==> src/rtl/ocf_pkg.sv <==
// ----------------------------------------------------------------------------
// ocf_pkg - shared types and constants for the opcode framer
// Word layouts of both channels, op codes and framing constants.
// ----------------------------------------------------------------------------
`default_nettype none

package ocf_pkg;

  typedef enum logic [1:0] {
    OP_RECV = 2'd0,
    OP_SENT = 2'd1,
    OP_TICK = 2'd2,
    OP_NOP  = 2'd3
  } op_t;

  typedef struct packed {
    op_t        op;
    logic [7:0] data_byte;
    logic       sent_last;
  } in_word_t;

  typedef struct packed {
    logic [7:0] byte_out;
    logic       in_message;
    logic       message_first;
    logic       message_last;
    logic       is_echo;
    logic       dropped;
    logic       echo_timed_out;
    logic       bus_busy;
    logic       send_ready;
  } out_word_t;

  localparam int unsigned MAX_MSG_DEF   = 128;
  localparam logic [15:0] ECHO_WAIT_RST = 16'd100;
  localparam logic [7:0]  BUSY_OPC      = 8'h81;
  localparam logic [8:0]  MIN_EXT_LEN   = 9'd3;

  // opcode high nibbles
  localparam logic [3:0] NIB_LEN2  = 4'h8;
  localparam logic [3:0] NIB_LEN4A = 4'hA;
  localparam logic [3:0] NIB_LEN4B = 4'hB;
  localparam logic [3:0] NIB_LEN6  = 4'hC;
  localparam logic [3:0] NIB_EXT   = 4'hE;

endpackage

`default_nettype wire

==> src/rtl/opcode_framer_with_echo_check.sv <==
// ----------------------------------------------------------------------------
// opcode_framer_with_echo_check - bus message framer with echo check
// Top level: framer, sent byte store and result buffer.
// ----------------------------------------------------------------------------
// One word is accepted every cycle while in_ready is high. Its result word
// goes into the output register, or the skid slot during a stall; each input
// word gives exactly one result word. The rate is set by the state update in
// the framer, which compares against a store byte fetched ahead for the next
// byte position. A two-entry result buffer keeps intake running while a
// result is stalled; in_ready drops only when both are full. The sent byte
// store has no reset and needs no clearing pass. cfg_we writes wait_r.
`default_nettype none

module opcode_framer_with_echo_check #(
  parameter int unsigned MAX_MSG = ocf_pkg::MAX_MSG_DEF
) (
  input  wire logic               clk,
  input  wire logic               rst_n,
  input  wire logic               in_valid,
  output logic                    in_ready,
  input  wire ocf_pkg::in_word_t  in_data,
  output logic                    out_valid,
  input  wire logic               out_ready,
  output ocf_pkg::out_word_t      out_data,
  input  wire logic               cfg_we,
  input  wire logic [15:0]        cfg_wdata
);

  localparam int unsigned PW = $clog2(MAX_MSG);

  logic               acc;
  logic               st_we;
  logic [PW-1:0]      st_waddr;
  logic [PW-1:0]      st_raddr;
  logic [7:0]         rd_data;
  ocf_pkg::out_word_t res;

  assign acc = in_valid && in_ready;

  ocf_framer #(.MAX_MSG(MAX_MSG)) u_framer (
    .clk       (clk),
    .rst_n     (rst_n),
    .acc       (acc),
    .in_data   (in_data),
    .cfg_we    (cfg_we),
    .cfg_wdata (cfg_wdata),
    .rd_data   (rd_data),
    .st_we     (st_we),
    .st_waddr  (st_waddr),
    .st_raddr  (st_raddr),
    .res       (res)
  );

  ocf_store #(.MAX_MSG(MAX_MSG)) u_store (
    .clk   (clk),
    .we    (st_we),
    .waddr (st_waddr),
    .wdata (in_data.data_byte),
    .raddr (st_raddr),
    .rdata (rd_data)
  );

  ocf_skid u_skid (
    .clk       (clk),
    .rst_n     (rst_n),
    .in_valid  (acc),
    .in_ready  (in_ready),
    .in_word   (res),
    .out_valid (out_valid),
    .out_ready (out_ready),
    .out_word  (out_data)
  );

endmodule

`default_nettype wire

==> src/rtl/ocf_store.sv <==
// ----------------------------------------------------------------------------
// ocf_store - sent message byte store
// Single write port, registered read with write-through on address match.
// ----------------------------------------------------------------------------
`default_nettype none

module ocf_store #(
  parameter  int unsigned MAX_MSG = ocf_pkg::MAX_MSG_DEF,
  localparam int unsigned PW      = $clog2(MAX_MSG)
) (
  input  wire logic          clk,
  input  wire logic          we,
  input  wire logic [PW-1:0] waddr,
  input  wire logic [7:0]    wdata,
  input  wire logic [PW-1:0] raddr,
  output logic      [7:0]    rdata
);

  logic [7:0] mem_r [MAX_MSG];
  logic [7:0] rd_r;

  always_ff @(posedge clk) begin
    if (we) begin
      mem_r[waddr] <= wdata;
    end
    if (we && (waddr == raddr)) begin
      rd_r <= wdata;
    end else begin
      rd_r <= mem_r[raddr];
    end
  end

  assign rdata = rd_r;

endmodule

`default_nettype wire

==> src/rtl/ocf_framer.sv <==
// ----------------------------------------------------------------------------
// ocf_framer - message framing and echo tracking
// Per-word state update; drives the store and produces one result word.
// ----------------------------------------------------------------------------
`default_nettype none

module ocf_framer #(
  parameter  int unsigned MAX_MSG = ocf_pkg::MAX_MSG_DEF,
  localparam int unsigned PW      = $clog2(MAX_MSG),
  localparam int unsigned LW      = $clog2(MAX_MSG + 1),
  localparam int unsigned FW      = $clog2(MAX_MSG + 2)
) (
  input  wire logic               clk,
  input  wire logic               rst_n,
  input  wire logic               acc,
  input  wire ocf_pkg::in_word_t  in_data,
  input  wire logic               cfg_we,
  input  wire logic [15:0]        cfg_wdata,
  input  wire logic [7:0]         rd_data,
  output logic                    st_we,
  output logic      [PW-1:0]      st_waddr,
  output logic      [PW-1:0]      st_raddr,
  output ocf_pkg::out_word_t      res
);

  localparam logic [8:0]    MAX9   = 9'(MAX_MSG);
  localparam logic [FW-1:0] MAX_FW = FW'(MAX_MSG);

  logic [PW-1:0] pos_r, pos_nxt;
  logic [LW-1:0] exp_r, exp_nxt;
  logic          match_r, match_nxt;
  logic          busy_r, busy_nxt;
  logic          opc_r, opc_nxt;
  logic          pend_r, pend_nxt;
  logic [15:0]   ticks_r, ticks_nxt;
  logic [FW-1:0] slen_r, slen_nxt;
  logic [FW-1:0] fill_r, fill_nxt;
  logic [15:0]   wait_r, wait_nxt;

  logic [7:0]    b;
  logic [8:0]    b9;
  logic          hit;
  logic          match_v;
  logic [LW-1:0] len_v;
  logic          len_ok;
  logic [LW-1:0] pos_inc;
  logic [FW-1:0] fill_inc;
  logic [15:0]   tick_inc;

  assign b        = in_data.data_byte;
  assign b9       = {1'b0, b};
  assign hit      = (FW'(pos_r) < slen_r) && (rd_data == b);
  assign match_v  = match_r && hit;
  assign pos_inc  = LW'(pos_r) + LW'(1);
  assign fill_inc = fill_r + FW'(1);
  assign tick_inc = ticks_r + 16'd1;

  always_comb begin
    len_ok = 1'b1;
    len_v  = '0;
    unique case (b[7:4])
      ocf_pkg::NIB_LEN2:  len_v = LW'(2);
      ocf_pkg::NIB_LEN4A: len_v = LW'(4);
      ocf_pkg::NIB_LEN4B: len_v = LW'(4);
      ocf_pkg::NIB_LEN6:  len_v = LW'(6);
      ocf_pkg::NIB_EXT:   len_v = '0;
      default:            len_ok = 1'b0;
    endcase
  end

  always_comb begin
    pos_nxt   = pos_r;
    exp_nxt   = exp_r;
    match_nxt = match_r;
    busy_nxt  = busy_r;
    opc_nxt   = opc_r;
    pend_nxt  = pend_r;
    ticks_nxt = ticks_r;
    slen_nxt  = slen_r;
    fill_nxt  = fill_r;
    wait_nxt  = cfg_we ? cfg_wdata : wait_r;
    st_we     = 1'b0;
    res       = '0;

    if (acc) begin
      unique case (in_data.op)
        ocf_pkg::OP_RECV: begin
          res.byte_out = b;
          if (pos_r == '0) begin
            if (!b[7] || !len_ok) begin
              res.dropped = 1'b1;
            end else begin
              res.in_message    = 1'b1;
              res.message_first = 1'b1;
              exp_nxt           = len_v;
              pos_nxt           = PW'(1);
              opc_nxt           = (b == ocf_pkg::BUSY_OPC);
              match_nxt         = hit;
            end
          end else if ((pos_r == PW'(1)) && (exp_r == '0)) begin
            if ((b9 < ocf_pkg::MIN_EXT_LEN) || (b9 > MAX9)) begin
              res.dropped = 1'b1;
              pos_nxt     = '0;
              match_nxt   = 1'b0;
            end else begin
              res.in_message = 1'b1;
              exp_nxt        = LW'(b);
              match_nxt      = match_v;
              pos_nxt        = PW'(2);
            end
          end else begin
            res.in_message = 1'b1;
            if (pos_inc >= exp_r) begin
              res.message_last = 1'b1;
              busy_nxt         = opc_r;
              if (pend_r && match_v && (FW'(exp_r) == slen_r)) begin
                res.is_echo = 1'b1;
                pend_nxt    = 1'b0;
                ticks_nxt   = '0;
              end
              pos_nxt   = '0;
              exp_nxt   = '0;
              match_nxt = 1'b0;
            end else begin
              pos_nxt   = PW'(pos_inc);
              match_nxt = match_v;
            end
          end
        end
        ocf_pkg::OP_SENT: begin
          match_nxt = 1'b0;
          st_we     = (fill_r < MAX_FW);
          if (in_data.sent_last) begin
            slen_nxt  = (fill_r <= MAX_FW) ? fill_inc : fill_r;
            fill_nxt  = '0;
            pend_nxt  = 1'b1;
            ticks_nxt = '0;
          end else if (fill_r <= MAX_FW) begin
            fill_nxt = fill_inc;
          end
        end
        ocf_pkg::OP_TICK: begin
          if (pend_r) begin
            if (tick_inc >= wait_r) begin
              res.echo_timed_out = 1'b1;
              pend_nxt           = 1'b0;
              ticks_nxt          = '0;
            end else begin
              ticks_nxt = tick_inc;
            end
          end
        end
        ocf_pkg::OP_NOP: begin
        end
        default: begin
        end
      endcase
      res.bus_busy   = busy_nxt;
      res.send_ready = !busy_nxt && !pend_nxt;
    end
  end

  assign st_waddr = PW'(fill_r);
  assign st_raddr = pos_nxt;

  always_ff @(posedge clk) begin
    if (!rst_n) begin
      pos_r   <= '0;
      exp_r   <= '0;
      match_r <= 1'b0;
      busy_r  <= 1'b0;
      opc_r   <= 1'b0;
      pend_r  <= 1'b0;
      ticks_r <= '0;
      slen_r  <= '0;
      fill_r  <= '0;
      wait_r  <= ocf_pkg::ECHO_WAIT_RST;
    end else begin
      pos_r   <= pos_nxt;
      exp_r   <= exp_nxt;
      match_r <= match_nxt;
      busy_r  <= busy_nxt;
      opc_r   <= opc_nxt;
      pend_r  <= pend_nxt;
      ticks_r <= ticks_nxt;
      slen_r  <= slen_nxt;
      fill_r  <= fill_nxt;
      wait_r  <= wait_nxt;
    end
  end

endmodule

`default_nettype wire

==> src/rtl/ocf_skid.sv <==
// ----------------------------------------------------------------------------
// ocf_skid - two-entry result buffer
// Output register plus skid slot; intake stops only when both are full.
// ----------------------------------------------------------------------------
`default_nettype none

module ocf_skid (
  input  wire logic               clk,
  input  wire logic               rst_n,
  input  wire logic               in_valid,
  output logic                    in_ready,
  input  wire ocf_pkg::out_word_t in_word,
  output logic                    out_valid,
  input  wire logic               out_ready,
  output ocf_pkg::out_word_t      out_word
);

  logic               main_v_r, main_v_nxt;
  logic               skid_v_r, skid_v_nxt;
  ocf_pkg::out_word_t main_d_r, main_d_nxt;
  ocf_pkg::out_word_t skid_d_r, skid_d_nxt;
  logic               adv;

  assign in_ready  = !skid_v_r;
  assign out_valid = main_v_r;
  assign out_word  = main_d_r;
  assign adv       = out_ready || !main_v_r;

  always_comb begin
    main_v_nxt = main_v_r;
    main_d_nxt = main_d_r;
    skid_v_nxt = skid_v_r;
    skid_d_nxt = skid_d_r;
    if (adv) begin
      if (skid_v_r) begin
        main_v_nxt = 1'b1;
        main_d_nxt = skid_d_r;
        skid_v_nxt = 1'b0;
      end else begin
        main_v_nxt = in_valid;
        main_d_nxt = in_word;
      end
    end else if (in_valid && in_ready) begin
      skid_v_nxt = 1'b1;
      skid_d_nxt = in_word;
    end
  end

  always_ff @(posedge clk) begin
    if (!rst_n) begin
      main_v_r <= 1'b0;
      skid_v_r <= 1'b0;
    end else begin
      main_v_r <= main_v_nxt;
      skid_v_r <= skid_v_nxt;
    end
  end

  always_ff @(posedge clk) begin
    main_d_r <= main_d_nxt;
    skid_d_r <= skid_d_nxt;
  end

  a_skid_needs_main: assert property (@(posedge clk) disable iff (!rst_n)
    skid_v_r |-> main_v_r)
    else $error("skid slot full while output register empty");

  a_skid_drains: assert property (@(posedge clk) disable iff (!rst_n)
    (skid_v_r && out_ready) |=> (main_v_r && !skid_v_r && (main_d_r == $past(skid_d_r))))
    else $error("skid word not moved to output register");

  a_stall_fills_skid: assert property (@(posedge clk) disable iff (!rst_n)
    (main_v_r && !out_ready && in_valid && !skid_v_r) |=> (skid_v_r && $stable(main_d_r)))
    else $error("word lost during output stall");

endmodule

`default_nettype wire
==> config.mk <==
export PLATFORM = sky130hd
export DESIGN_NAME = opcode_framer_with_echo_check
export DESIGN_NICKNAME = d
export VERILOG_FILES = /design/src/rtl/ocf_pkg.sv /design/src/rtl/opcode_framer_with_echo_check.sv /design/src/rtl/ocf_store.sv /design/src/rtl/ocf_framer.sv /design/src/rtl/ocf_skid.sv
export SDC_FILE = /design/constraint.sdc
export NUM_CORES = 1
export LEC_CHECK = 0
export BUFFER_PORTS_ARGS = -buffer_cell sky130_fd_sc_hd__buf_2
export CORE_ASPECT_RATIO = 0.8
export CORE_MARGIN = 4
export CORE_UTILIZATION = 30
export CTS_CLUSTER_SIZE = 8
export DETAILED_ROUTE_END_ITERATION = 12
export GPL_TIMING_DRIVEN = 0
export PLACE_DENSITY = 0.49
export SLEW_MARGIN = 20
export SYNTH_ARGS = -nofsm -noshare
export SYNTH_HDL_FRONTEND = slang
export SYNTH_SLANG_ARGS = --single-unit
==> constraint.sdc <==
create_clock -name clk -period 4.89 [get_ports clk]
set_input_delay 1.467 -clock clk [delete_from_list [all_inputs] [get_ports clk]]
set_output_delay 1.467 -clock clk [all_outputs]
set_load 0.03 [all_outputs]
* Word-level counts from Yosys, hierarchy flattened
Memory sizes are Yosys's and may differ from the RTL's. A register that Yosys moved wholly into a read port is not among the register bits.
Cells that the tools add are included.
** Operators by class
- Bitwise logic cells :: 3
- Reduce and logical (&&, ||, !) cells :: 33
- Order comparisons :: 7
- Mux-type cells :: 68
- Eq/ne operators :: 20
- $add $sub $neg :: 3
** Operators with widths (count)
- two-way mux 16 bit :: 9
- two-way mux 8 bit :: 7
- case mux 16 bit (3 select lines) :: 1
- two-way mux 7 bit :: 6
- two-way mux 1 bit :: 36
- == test 4 bit, second input constant :: 5
- adder 16 x 1 -> 16 bit, second input constant :: 1
- == test 8 bit :: 2
- >= comparator 16 bit :: 1
- two-way mux 13 bit :: 1
- two-way mux 2 bit :: 5
- case mux 3 bit (3 select lines) :: 1
- adder 7 x 1 -> 8 bit, second input constant :: 1
- adder 8 x 1 -> 8 bit, second input constant :: 1
- == test 8 bit, second input constant :: 1
- >= comparator 8 bit :: 1
- greater-than comparator 8 bit, second input constant :: 1
- <= comparator 8 bit, second input constant :: 1
- logical AND 1 bit :: 8
- zero test 8 bit :: 1
- < comparator 7 x 8 -> 1 bit :: 1
- < comparator 8 x 2 -> 1 bit, second input constant :: 1
- < comparator 8 bit, second input constant :: 1
- inequality test 2 bit, second input constant :: 4
- 22 further kinds :: 37
** Word-level totals
- RAM bits :: 1024
- Register bits after elaboration :: 101
- Input bits :: 32
- Memories kept :: 1
- Word-level logic and storage cells :: 165
** Memories
- u_store.mem_r :: depth 128, width 8, read ports 1, clocked after memory_dff 1, wr ports 1, RTL line ocf_store.sv:19 : logic [7:0] mem_r [MAX_MSG];

* Longest topological paths before layout
- Word-level depth :: 15
- Gate-level depth with buffers :: 17
- Gate-level depth less buffers :: 16

* Hierarchy
A second synthesis with hierarchy kept.
** Unflattened totals
- Cell total of the unflattened synthesis :: 2286
- Area, all modules :: 45685.1 um2
** By module, submodules not included
- ocf_store :: area each 39645.5 um2, cells an instance 1634, times used 1
- ocf_framer :: area each 4750.8 um2, cells an instance 593, times used 1
- ocf_skid :: area each 1282.5 um2, cells an instance 58, times used 1
- opcode_framer_with_echo_check :: area each 6.3 um2, cells an instance 1, times used 1

* Worst setup path after synthesis
OpenSTA, ideal clock, no wires.
- Path type :: flip-flop to flip-flop
- From :: register u_framer.ticks_r[0]
- To :: register u_skid.main_d_r, in the netlist u_skid.out_word[0] (data pin)
- Stages on the path, launching flop included :: 16
- Data required time :: 4626 ps
- Setup slack :: 924 ps
- Arrival :: 3702 ps
- Buffers on the path :: 0
- Setup time :: 264 ps
- Cell sequence :: dfxtp_1 ha_1 and3_1 and3_1 and3_1 and3_1 and3_1 xor2_1 ha_1 and4_1 a21oi_1 o211ai_1 a2111oi_0 o21ai_0 a21boi_0 o31ai_1
** On the way
- Longest elaborated chain between the ends :: 10
** RTL lines
- start: declaration :: RTL line ocf_framer.sv:35 : logic [15:0] ticks_r, ticks_nxt;
- start signal: assignment :: RTL line ocf_framer.sv:185 : ticks_r <= ticks_nxt;
- adder 16 x 1 -> 16 bit :: RTL line ocf_framer.sv:56 : assign tick_inc = ticks_r + 16'd1;
- >= comparator 16 bit :: RTL line ocf_framer.sv:144 : if (tick_inc >= wait_r) begin
- two-way mux 1 bit :: RTL line ocf_framer.sv:144
- two-way mux 1 bit :: RTL line ocf_framer.sv:143 : if (pend_r) begin
- case mux 1 bit (3 select lines) :: RTL line ocf_framer.sv:86 : unique case (in_data.op)
- two-way mux 1 bit :: RTL line ocf_framer.sv:85 : if (acc) begin
- zero test 1 bit :: RTL line ocf_framer.sv:159 : res.send_ready = !busy_nxt && !pend_nxt;
- logical AND 1 bit :: RTL line ocf_framer.sv:159
- two-way mux 16 bit :: RTL line ocf_framer.sv:85
- two-way mux 16 bit :: RTL line ocf_skid.sv:35 : if (skid_v_r) begin
- end signal: assignment :: RTL line ocf_skid.sv:60 : main_d_r <= main_d_nxt;
- end: declaration :: RTL line ocf_skid.sv:20 : ocf_pkg::out_word_t main_d_r, main_d_nxt;
Every way passes these cells. The select of a mux whose other input is x is not followed.
A chain may end at the register's enable or synchronous reset.

==> summary.md <==
| Metric | Value |
|---|---|
| Status | `finished with violations` |
| Failing checks | `setup timing` |
| Relative slew slack | `0.162` |
| Width of the chip | `447 µm` |
| Gr usage total | `0.194` |
| Number of global-route vias before repair | `25.9k` |
| WP data required | `5550 ps` |
| Commonest cells after routing, fill and taps aside | `edfxtp_1, mux4_2, mux2i_1` |
| Worst Tran Pin Value | `1260 ps` |
| Final worst slack | `-83.4 ps` |
| Arrival @ worst endpoint | `5630 ps` |
| Root Buffer | `clkbuf_16` |
| Vias/cell | `5.44` |
| Clock Tree Buf Depth | `3` |
| Grt ovf | `0` |
| CTS buffer count | `159` |
| Global-route wire length before repair | `216000 µm` |
| DRC errors left | `0` |
| Setup Viol. Count Final | `10` |
| Mapped Area | `46200 µm²` |
| Most common cell after layout, fill and taps aside | `edfxtp_1` |
| FMAX | `201 MHz` |
| Setup TNS | `-612 ps` |
| #FFs+latches synth | `1132` |
| Share of the synthesized area in the top cell type | `0.686` |
| I/O pin count | `50` |
| Count of input and output buffers | `45` |
| Starting Density | `0.303` |
| Final hold violations | `0` |
| Routability cong. | `0.877` |
| Post-synth cell types | `74` |
| Die H | `359 µm` |
| RSZ-0062 raised after global routing | `true` |
| First-pass detailed-route iteration total | `6` |
| Slew Limit Fails | `0` |
| Crit start category | `flop` |
| Pleak | `17.0 nW` |
| Area leader, netlist | `edfxtp_1` |
| Largest net degree at the start of global routing | `94` |
| Post-DP Area | `49300 µm²` |
| Diodes inserted | `0` |
| Max IR drop VDD | `0.314 mV` |
| Std cell rows | `128` |
| Post-route clock skew | `28.8 ps` |
| Fin cells | `4921` |
| Cell count after synthesis | `2640` |
| Crit end category | `flop` |
| Cell area after layout | `54200 µm²` |
| WS Path Type | `reg -> reg` |
| Ys async rst share | `0` |
| Hold Crit Class | `reg -> reg` |
| Synth warnings | `0` |
| TritonCTS clock tree | `done` |
| Worst Path Max Fanout | `10` |
| Max-cap viol count | `0` |
| R2r setup slk | `-80 ps` |
| Top FF cell, synth | `edfxtp_1` |
| PwrDens | `396 nW/µm²` |
| Final cycle utilization of the critical path | `1.02` |
| Minimum clock period | `4970 ps` |
| Sink Count | `1132` |
| Skew-Pair Late Insertion Delay | `780 ps` |
| Detailed placement HPWL | `105000 µm` |
| Sequential area share after synthesis | `0.719` |
| Placed insts | `4709` |
| Post-synth EDFFs | `1056` |
| Routed WL per cell | `32.0 µm` |
| H-tree lvl count | `4` |
| DRT antenna net count | `0` |
| Via count | `26.8k` |
| NumNets Final | `2925` |
| Syn_nets | `2708` |
| Mean Syn Cell Area | `17.5 µm²` |
| Share of cells above drive strength 1 | `0.192` |
| Core area | `153000 µm²` |
| Initial antenna violation count | `5` |
| Die area | `160000 µm²` |
| Post-Route WL | `157000 µm` |
| Area added between synthesis and finish | `17.4%` |
| CTS clk-pin slew, worst paths | `50 ps` |
| Iter 0 DRT Violations | `3746` |
| Dominant cells by area after synthesis | `edfxtp_1, mux4_2, mux2i_1` |
==> synthesized netlist by cell type (8+ instances only) <==
cell	n
a21o_1	22
a31oi_1	10
edfxtp_1	1056
buf_4	20
o21a_1	8
o21ai_0	39
and3_1	24
a21oi_1	30
nor2_1	183
clkbuf_1	68
buf_2	38
a22oi_1	77
nor3_1	23
xnor2_1	18
xor2_1	23
nand2b_1	13
nor2b_1	43
nand4_1	12
nand2_1	107
mux2i_1	182
mux4_2	187
a21boi_0	14
nor3b_1	17
dfxtp_1	76
o22ai_1	19
nand3_1	67
a31o_1	8
and2_1	29
o211ai_1	10
mux4_1	9
a211oi_1	9
inv_1	42
buf_6	11
ha_1	36
==> final cells by class <==
| type | count | area [µm²] |
|---|---|---|
| inverters | 43 | 161 |
| fillers | 14400 | 98400 |
| repair buffers | 57 | 546 |
| flip-flops and latches | 1132 | 33200 |
| multi-input cells | 1320 | 12300 |
| well taps | 2015 | 2520 |
| plain buffers | 144 | 1090 |
| clock buffers | 200 | 4240 |
| clock inverters | 10 | 158 |
==> per-layer routing <==
metal | share of wire | wire length, µm | vias to the layer above | GRT usage
met3 | 0.090 | 14200 | 235 | 0.0463
met1 | 0.46 | 72700 | 14300 | 0.296
met5 | 0 | 0 | - | 0
met2 | 0.42 | 66400 | 1298 | 0.272
met4 | 0.026 | 4040 | 0 | 0.0565
li1 | - | - | 11000 | -
==> what timing repair did <==
item,in CTS,in global routing
buffers inserted,1,2
gates cloned,0,0
endpoints found under the setup margin,22,19
hold buffers,0,0
gates resized for setup,106,47
pin swaps,4,5
==> registers in the layout (all words and copies together) (netlist names), named ones only <==
register	count
u_framer.ticks_r	16
u_framer.pend_r	1
u_skid.skid_v_r	1
u_framer.slen_r	8
u_skid.out_word	16
u_framer.match_r	1
u_framer.exp_r	8
u_framer.pos_r	7
u_framer.fill_r	8
u_store.mem_r	1024
u_framer.wait_r	16
u_framer.opc_r	1
u_framer.busy_r	1
u_skid.out_valid	1
u_skid.skid_d_r	16
==> logic make-up (layout without fill, tap and decap cells) <==
| family | count (synthesis) | after routing | share of synthesized area |
|---|---|---|---|
| flops | 1132 | 1132 | 0.719 |
| simple gates | 558 | 558 | 0.0592 |
| buf+inv | 188 | 454 | 0.0200 |
| fa+ha+maj | 36 | 36 | 0.00975 |
| xor+xnor | 41 | 41 | 0.00777 |
| compound gates | 300 | 300 | 0.0467 |
| mux | 385 | 385 | 0.137 |
==> critical path, stage by stage, from the launching register on <==
cell       delay, ps
dfxtp_1          540
clkbuf_2         550
buf_2            530
clkbuf_2         510
mux2i_1          470
a2bb2oi_1        150
a211oi_1         260
o22ai_1          250
nand3b_1         280
o2111ai_4        270
a2111oi_4        450
buf_6            210
o22ai_1          100
a31o_1           240
==> final timing paths <==
kind                                              to                 start  cells past startpoint
worst max register to register   u_framer.ticks_r[4]                  flop                     13
worst max-delay path             u_framer.ticks_r[4]                  flop                     13
worst min register to register  u_framer.ticks_r[15]  u_framer.ticks_r[15]                      2
worst min-delay path            u_framer.ticks_r[15]  u_framer.ticks_r[15]                      2
==> power by group <==
part	switching, mW	internal (mW)
clock	4.11	5.99
sequential	0.0130	10.6
combinational	0.490	0.220
total	4.62	16.8
==> metrics by stage <==
stage,util,worst slack [ps],power (mW),hold slack [ps]
global placement,0.321,-1940,11.5,461
finish,0.355,-83.4,21.5,475
detailed placement,0.323,-1670,11.5,476
floorplan,-,924,11.1,451
global route,0.355,2.85,22.1,512
CTS,0.354,3.00,21.6,482
No activity file was read; power rests on OpenSTA's default activity.
